$ cat config.mk
export PLATFORM = sky130hd
export DESIGN_NAME = arfm_ctrl
export DESIGN_NICKNAME = d
export VERILOG_FILES = /design/src/sv/arfm_pkg.sv /design/src/sv/arfm_ctrl.sv
export SDC_FILE = /design/constraint.sdc
export NUM_CORES = 1
export LEC_CHECK = 0
export BUFFER_PORTS_ARGS = -buffer_cell sky130_fd_sc_hd__clkbuf_2
export CAP_MARGIN = 0
export CORE_MARGIN = 8
export CORE_UTILIZATION = 46
export CTS_CLUSTER_SIZE = 20
export DETAILED_ROUTE_END_ITERATION = 7
export PLACE_DENSITY_LB_ADDON = 0.15
export SYNTH_ARGS = -nofsm -noshare
export SYNTH_HDL_FRONTEND = slang
export SYNTH_SLANG_ARGS = --single-unit
export TNS_END_PERCENT = 50
$ cat constraint.sdc
create_clock -name aclk -period 2.2 [get_ports aclk]
set_clock_uncertainty 0.1 [all_clocks]
set_input_delay 0.44 -clock aclk [delete_from_list [all_inputs] [get_ports aclk]]
set_output_delay 0.44 -clock aclk [all_outputs]
set_load 0.05 [all_outputs]
$ cat src/sv/arfm_pkg.sv
// Shared types, constants and helpers for the auto-ranging frequency meter.
// No dependencies; every other file refers to it by scoped names.
package arfm_pkg;

    localparam int COUNT_WIDTH = 32;
    localparam int FRAC_BITS   = 16;
    localparam int HZ_WIDTH    = 27;
    localparam int GAIN_WIDTH  = 16;
    localparam int FREQ_WIDTH  = 40;
    localparam int GAIN_SHIFT  = 24;
    localparam int NUM_WIDTH   = COUNT_WIDTH + HZ_WIDTH;
    localparam int DVD_WIDTH   = NUM_WIDTH + FRAC_BITS;
    localparam int DCNT_WIDTH  = $clog2(DVD_WIDTH);
    localparam int CFG_IDX_WIDTH = 3;

    localparam logic [HZ_WIDTH-1:0]    RST_REF_HZ  = HZ_WIDTH'(4000000);
    localparam logic [31:0]            RST_GATE    = 32'd4000000;
    localparam logic [HZ_WIDTH-1:0]    RST_THR     = HZ_WIDTH'(10001);
    localparam logic [GAIN_WIDTH-1:0]  RST_SIG_GAIN = GAIN_WIDTH'(1117);
    localparam logic [GAIN_WIDTH-1:0]  RST_CLK_GAIN = GAIN_WIDTH'(864);
    localparam logic                   RST_MODE    = 1'b1;

    localparam logic [CFG_IDX_WIDTH-1:0] REG_REF_HZ   = 3'd0;
    localparam logic [CFG_IDX_WIDTH-1:0] REG_GATE     = 3'd1;
    localparam logic [CFG_IDX_WIDTH-1:0] REG_THR      = 3'd2;
    localparam logic [CFG_IDX_WIDTH-1:0] REG_SIG_GAIN = 3'd3;
    localparam logic [CFG_IDX_WIDTH-1:0] REG_CLK_GAIN = 3'd4;
    localparam logic [CFG_IDX_WIDTH-1:0] REG_INIT_MODE = 3'd5;

    localparam logic MODE_SYNC   = 1'b0;
    localparam logic MODE_PERIOD = 1'b1;

    typedef struct packed {
        logic accept;     // any item taken (edge tracker follows)
        logic tick;       // item belongs to a measurement
        logic begin_meas; // start tick: gate count restarts at one
        logic gate_clr;
        logic sig_clr;
        logic sig_inc;
        logic ref_clr;
        logic ref_inc;
        logic cal_s;
        logic cal_c;
        logic mul;
        logic div_load;
        logic div_step;
        logic fin_zero;   // timeout result
        logic fin_calc;   // computed result
    } arfm_cmd_t;

    typedef struct packed {
        logic rising;
        logic expired;
        logic zero;
        logic div_last;
        logic mode;
        logic out_full;
    } arfm_status_t;

    function automatic logic [31:0] sat_inc32(input logic [31:0] v);
        return (v == '1) ? v : v + 32'd1;
    endfunction

endpackage

$ cat src/sv/arfm_ctrl.sv
// Measurement sequencer for the frequency meter: phase FSM issuing datapath commands.
// Depends on arfm_pkg.
module arfm_ctrl (
    input  logic                    aclk,
    input  logic                    aresetn,
    input  logic                    s_valid,
    output logic                    s_ready,
    input  logic                    s_start_req,
    input  arfm_pkg::arfm_status_t  status,
    output arfm_pkg::arfm_cmd_t     cmd
);

    typedef enum logic [3:0] {
        ST_IDLE, ST_SYNC_OPEN, ST_SYNC_RUN, ST_SYNC_CLOSE, ST_PER_FIRST, ST_PER_RUN,
        ST_CAL_S, ST_CAL_C, ST_MUL, ST_DIV_LOAD, ST_DIV_RUN, ST_FIN
    } state_t;

    state_t state_reg, state_next, eff;
    logic   counting, acc;

    assign counting = (state_reg == ST_IDLE) || (state_reg == ST_SYNC_OPEN) ||
                      (state_reg == ST_SYNC_RUN) || (state_reg == ST_SYNC_CLOSE) ||
                      (state_reg == ST_PER_FIRST) || (state_reg == ST_PER_RUN);
    assign s_ready  = counting && !status.out_full;
    assign acc      = s_valid && s_ready;

    always_comb begin
        cmd        = '0;
        state_next = state_reg;
        eff        = state_reg;
        cmd.accept = acc;
        if (state_reg == ST_IDLE && s_start_req) begin
            eff = (status.mode == arfm_pkg::MODE_PERIOD) ? ST_PER_FIRST : ST_SYNC_OPEN;
        end
        if (acc && eff != ST_IDLE) begin
            cmd.tick = 1'b1;
            if (state_reg == ST_IDLE) begin
                cmd.begin_meas = 1'b1;
                cmd.sig_clr    = 1'b1;
                cmd.ref_clr    = 1'b1;
                state_next     = eff;
            end
        end
        unique case (state_reg)
            ST_CAL_S:    state_next = ST_CAL_C;
            ST_CAL_C:    state_next = ST_MUL;
            ST_MUL:      state_next = ST_DIV_LOAD;
            ST_DIV_LOAD: begin
                if (status.zero) begin
                    cmd.fin_calc = 1'b1;
                    state_next   = ST_IDLE;
                end else begin
                    cmd.div_load = 1'b1;
                    state_next   = ST_DIV_RUN;
                end
            end
            ST_DIV_RUN: begin
                cmd.div_step = 1'b1;
                if (status.div_last) state_next = ST_FIN;
            end
            ST_FIN: begin
                cmd.fin_calc = 1'b1;
                state_next   = ST_IDLE;
            end
            default: ;
        endcase
        if (state_reg == ST_CAL_S) cmd.cal_s = 1'b1;
        if (state_reg == ST_CAL_C) cmd.cal_c = 1'b1;
        if (state_reg == ST_MUL)   cmd.mul   = 1'b1;
        if (cmd.tick) begin
            unique case (eff)
                ST_SYNC_OPEN: begin
                    if (status.rising) begin
                        cmd.sig_clr = 1'b1;
                        cmd.ref_clr = 1'b1;
                        state_next  = ST_SYNC_RUN;
                    end else if (status.expired) begin
                        cmd.fin_zero = 1'b1;
                        state_next   = ST_IDLE;
                    end
                end
                ST_SYNC_RUN: begin
                    cmd.ref_inc = 1'b1;
                    cmd.sig_inc = status.rising;
                    if (status.expired) begin
                        cmd.gate_clr = 1'b1;
                        state_next   = ST_SYNC_CLOSE;
                    end
                end
                ST_SYNC_CLOSE: begin
                    cmd.ref_inc = 1'b1;
                    if (status.rising) begin
                        cmd.sig_inc = 1'b1;
                        state_next  = ST_CAL_S;
                    end else if (status.expired) begin
                        cmd.fin_zero = 1'b1;
                        state_next   = ST_IDLE;
                    end
                end
                ST_PER_FIRST: begin
                    if (status.rising) begin
                        cmd.ref_clr = 1'b1;
                        state_next  = ST_PER_RUN;
                    end else if (status.expired) begin
                        cmd.fin_zero = 1'b1;
                        state_next   = ST_IDLE;
                    end
                end
                ST_PER_RUN: begin
                    cmd.ref_inc = 1'b1;
                    if (status.rising) begin
                        state_next = ST_CAL_S;
                    end else if (status.expired) begin
                        cmd.fin_zero = 1'b1;
                        state_next   = ST_IDLE;
                    end
                end
                default: ;
            endcase
        end
    end

    always_ff @(posedge aclk) begin
        if (!aresetn) begin
            state_reg <= ST_IDLE;
        end else begin
            state_reg <= state_next;
        end
    end

`ifndef SYNTHESIS
    a_no_accept_when_full: assert property (@(posedge aclk) disable iff (!aresetn)
        !(s_ready && status.out_full)) else $error("input taken while result slot full");
    a_div_only_nonzero: assert property (@(posedge aclk) disable iff (!aresetn)
        cmd.div_load |-> !status.zero) else $error("division started on zero count");
    a_single_finish: assert property (@(posedge aclk) disable iff (!aresetn)
        !(cmd.fin_zero && cmd.fin_calc)) else $error("two results in one cycle");
`endif

endmodule

==> reports/qor.yml <==
timing:
  fin_crit_ns: 2.226
  whs_ns: 0.3562
  rsz0062_at_grt: "yes"
  finalSetupViolCount: 5
  maxSlewHeadroom_pct: 78.49
  final_hold_viol_count: 0
  finalMaxSlewViolations: 0
  fmaxAchievable_ghz: 0.4492
  setup_slack_ns: -0.02629
  worst_pin_slew_ns: 0.3205
  finalCritPeriodShare_pct: 101.2
floorplanning:
  core_area_um2: 1285
  die_area_um2: 2769
  dieWidth_um: 52.62
  die-height_um: 52.62
  num_rows: 13
  io_pins: 26
  initial_core_util_pct: 48.00
clock_network:
  cts_buffers: 3
  htreeDepth: 1
  cts_sinks: 4
  cts_tree: "done"
  cts-root-buf: "clkbuf_4"
  worstSkewPairLatency_ns: 0.24
  clkSlewWorstSetupHoldPaths_ns: 0.04
  cts_buffer_depth: 2
yosys:
  seq_area_frac_synth_pct: 12.98
  ys_ff_latch: 4
  avgSynthCellArea_um2: 6.705
  ys_top_cells_by_area: "dfxtp_1, nor2_1, a21oi_1, nor3_1, nand2_1"
  syn_area_um2: 616.8
  ys_types: 42
  netlist_instances: 92
  ys_warn_count: 0
  syn_nets: 102
  yosysTopAreaCell: "dfxtp_1"
  yosys.area.top_type_share_pct: 12.98
detailed_routing:
  drtPass1Iterations: 4
  drt_iter0_drc: 37
  antenna_left: 0
  wl_per_cell_um: 15.86
  routed_wl_um: 2220
  drt-vias-per-instance: 5.921
  drc: 0
  routed-via-count: 829
cells_and_area:
  regArea_um2: 85.08
  fillCellCount: 96
  num-nets-final: 137
  synthToLayoutAreaGrowth_pct: 68.15
  diodes: 0
  finish.utilization_pct: 80.72
  multi_input_area_um2: 569.3
  drive_gt1_share_pct: 53.60
  largest_register_ffs: 4
global_routing:
  grt_overflow: 0
  grt_max_degree: 18
  antenna_found_initial: 0
  grt_pass1_wl_um: 3456
  grt_pass1_vias: 778
  grt_use_total_pct: 16.11
setup_path:
  worstSetupPathType: "reg -> out"
  reg2regPathDepth: 7
  critical_path_required_ns: 1.66
  cp-start-kind: "register"
  cp-end-kind: "output pin"
  critPathLaunch: "state_reg[1]$_SDFF_PN0_"
  critPathMaxFanout: 4
  r2r_start: "state_reg[1]$_SDFF_PN0_"
  crit_arrival_ns: 1.69
hold_path:
  whs_path_depth: 3
  worstHoldStart: "aresetn"
  hold_class: "in -> reg"
power:
  totalPowerFinal_uw: 396.2
  clkPwrFrac_pct: 24.0
  intPower_uw: 230.6
  power_frac_comb_pct: 55.4
  p_leak_uw: 0.0004515
  swShare_pct: 41.80
  ir_drop_mv: 0.3157
  seqPwrFrac_pct: 20.6
  p_per_area_nw_per_um2: 382.0
  p_sw_uw: 165.6
outcome:
  violations: "negative setup slack"
  status: "complete, but fails checks"
placement:
  gp_congestion: 0.8588
  dp_slack_ns: 0.04434
  port_buffers: 25
  dpl.hpwl_um: 1477
run:
  drv_cap: 0
critical path, stage by stage (launching register included):
cell	delay, ns
dfxtp_4	0.34
or4_4	0.54
o21ai_4	0.21
buf_6	0.16
a21oi_4	0.04
buf_12	0.16
cell type report:
type                       instances  share of cell area, %
multi-input combinational         74                  54.89
timing repair buffer              39                  30.64
sequential                         4                  8.203
inverter                           5                  2.292
clock buffer                       3                  2.171
tap                               15                  1.809
layer usage:
| metal | vias up | share of wire [%] | GRT usage, % |
|---|---|---|---|
| met3 | 4 | 6.6 | 2.841 |
| met2 | 34 | 53 | 27.47 |
| li1 | 398 | - | - |
| met4 | 0 | 2.0 | 9.483 |
| met1 | 393 | 38 | 18.08 |
| met5 | - | 0 | 0 |
what timing repair did:
action                     in CTS  in global routing
gates resized for setup        17                 15
hold buffers                    0                  0
buffers inserted                3                  0
setup endpoints to repair       7                  9
pin swaps                       6                  4
power groups by stage:
| stage | Sequential [uW] | Clock (uW) | Combinational (uW) |
|---|---|---|---|
| 2_1_floorplan | 80.0 | 0 | 130 |
| 3_3_place_gp | 83.5 | 0 | 176 |
| 3_5_place_dp | 83.3 | 0 | 179 |
| 4_1_cts | 80.8 | 96.5 | 200 |
| 5_1_grt | 81.7 | 102 | 234 |
| 6_report | 81.7 | 95.0 | 220 |
cells in the final DEF, fill, tap and decap left out, types with 2 or more instances in the layout:
master,netlist,layout
clkbuf_4,0,4
dfxtp_1,4,2
nand2_2,1,2
nor3_2,0,2
a22oi_1,2,2
clkbuf_2,0,17
o211ai_1,2,2
nand2_1,8,5
buf_6,1,2
buf_8,0,5
buf_12,0,2
o21ai_1,1,2
nor2_1,13,11
nand3b_1,2,2
nor3_1,6,2
buf_4,1,11
nor2b_1,3,2
a21oi_1,7,5
nand3_1,2,2
inv_1,3,3
nor3_4,0,2
nor3b_1,2,2
nand2_4,0,2
o21ai_0,3,2
nand2b_1,3,3
cells in the mapped netlist:
library cell  instances
nor4b_1               1
nand3b_1              2
inv_1                 3
inv_4                 1
nor3b_1               2
clkbuf_1              4
nand2_1               8
nor3_1                6
o21ai_0               3
a21boi_0              1
inv_2                 1
a31oi_1               1
dfxtp_1               4
and2_4                1
or3_1                 1
o32ai_2               1
o21ai_1               1
o211ai_1              2
buf_6                 1
and4b_1               1
a22o_1                1
o32a_1                1
a21o_1                1
o21a_1                1
or4b_1                1
nand2_2               1
o2bb2a_1              1
a221oi_2              1
a21oi_1               7
xnor2_1               1
nor2b_1               3
a211oi_2              1
nor2_1               13
o21ai_4               1
buf_1                 1
o221ai_1              1
nand2b_1              3
buf_4                 1
a22oi_1               2
nand3_1               2
or4_4                 1
buf_2                 2
path summary, 6_finish.rpt:
kind | endpoint | slack (ns)
setup / recovery | cmd[8] | -0.03
hold / removal | state_reg[0]$_SDFF_PN0_ | 0.36
setup reg to reg | state_reg[1]$_SDFF_PN0_ | 0.32
hold reg to reg | state_reg[2]$_SDFF_PN0_ | 0.59
per-stage QoR:
step | setup TNS (ns) | cells | cell area [um2]
2_1_floorplan | -2.725 | 92 | 690.7
3_3_place_gp | 0 | 134 | 887.1
3_5_place_dp | 0 | 134 | 887.1
4_1_cts | -0.3382 | 140 | 996.0
5_1_grt | -0.4090 | 140 | 1037
6_report | -0.09314 | 140 | 1037
cell families (layout without fill, tap and decap cells):
| logic type | Yosys count | in the layout | synth area share, % |
|---|---|---|---|
| AND/OR/NAND/NOR | 46 | 46 | 40.16 |
| buffers and inverters | 14 | 47 | 11.16 |
| XOR/XNOR | 1 | 1 | 1.420 |
| AO/OA/AOI/OAI | 27 | 27 | 34.28 |
| flip-flops | 4 | 4 | 12.98 |
Power figures use the tool's default switching activity.
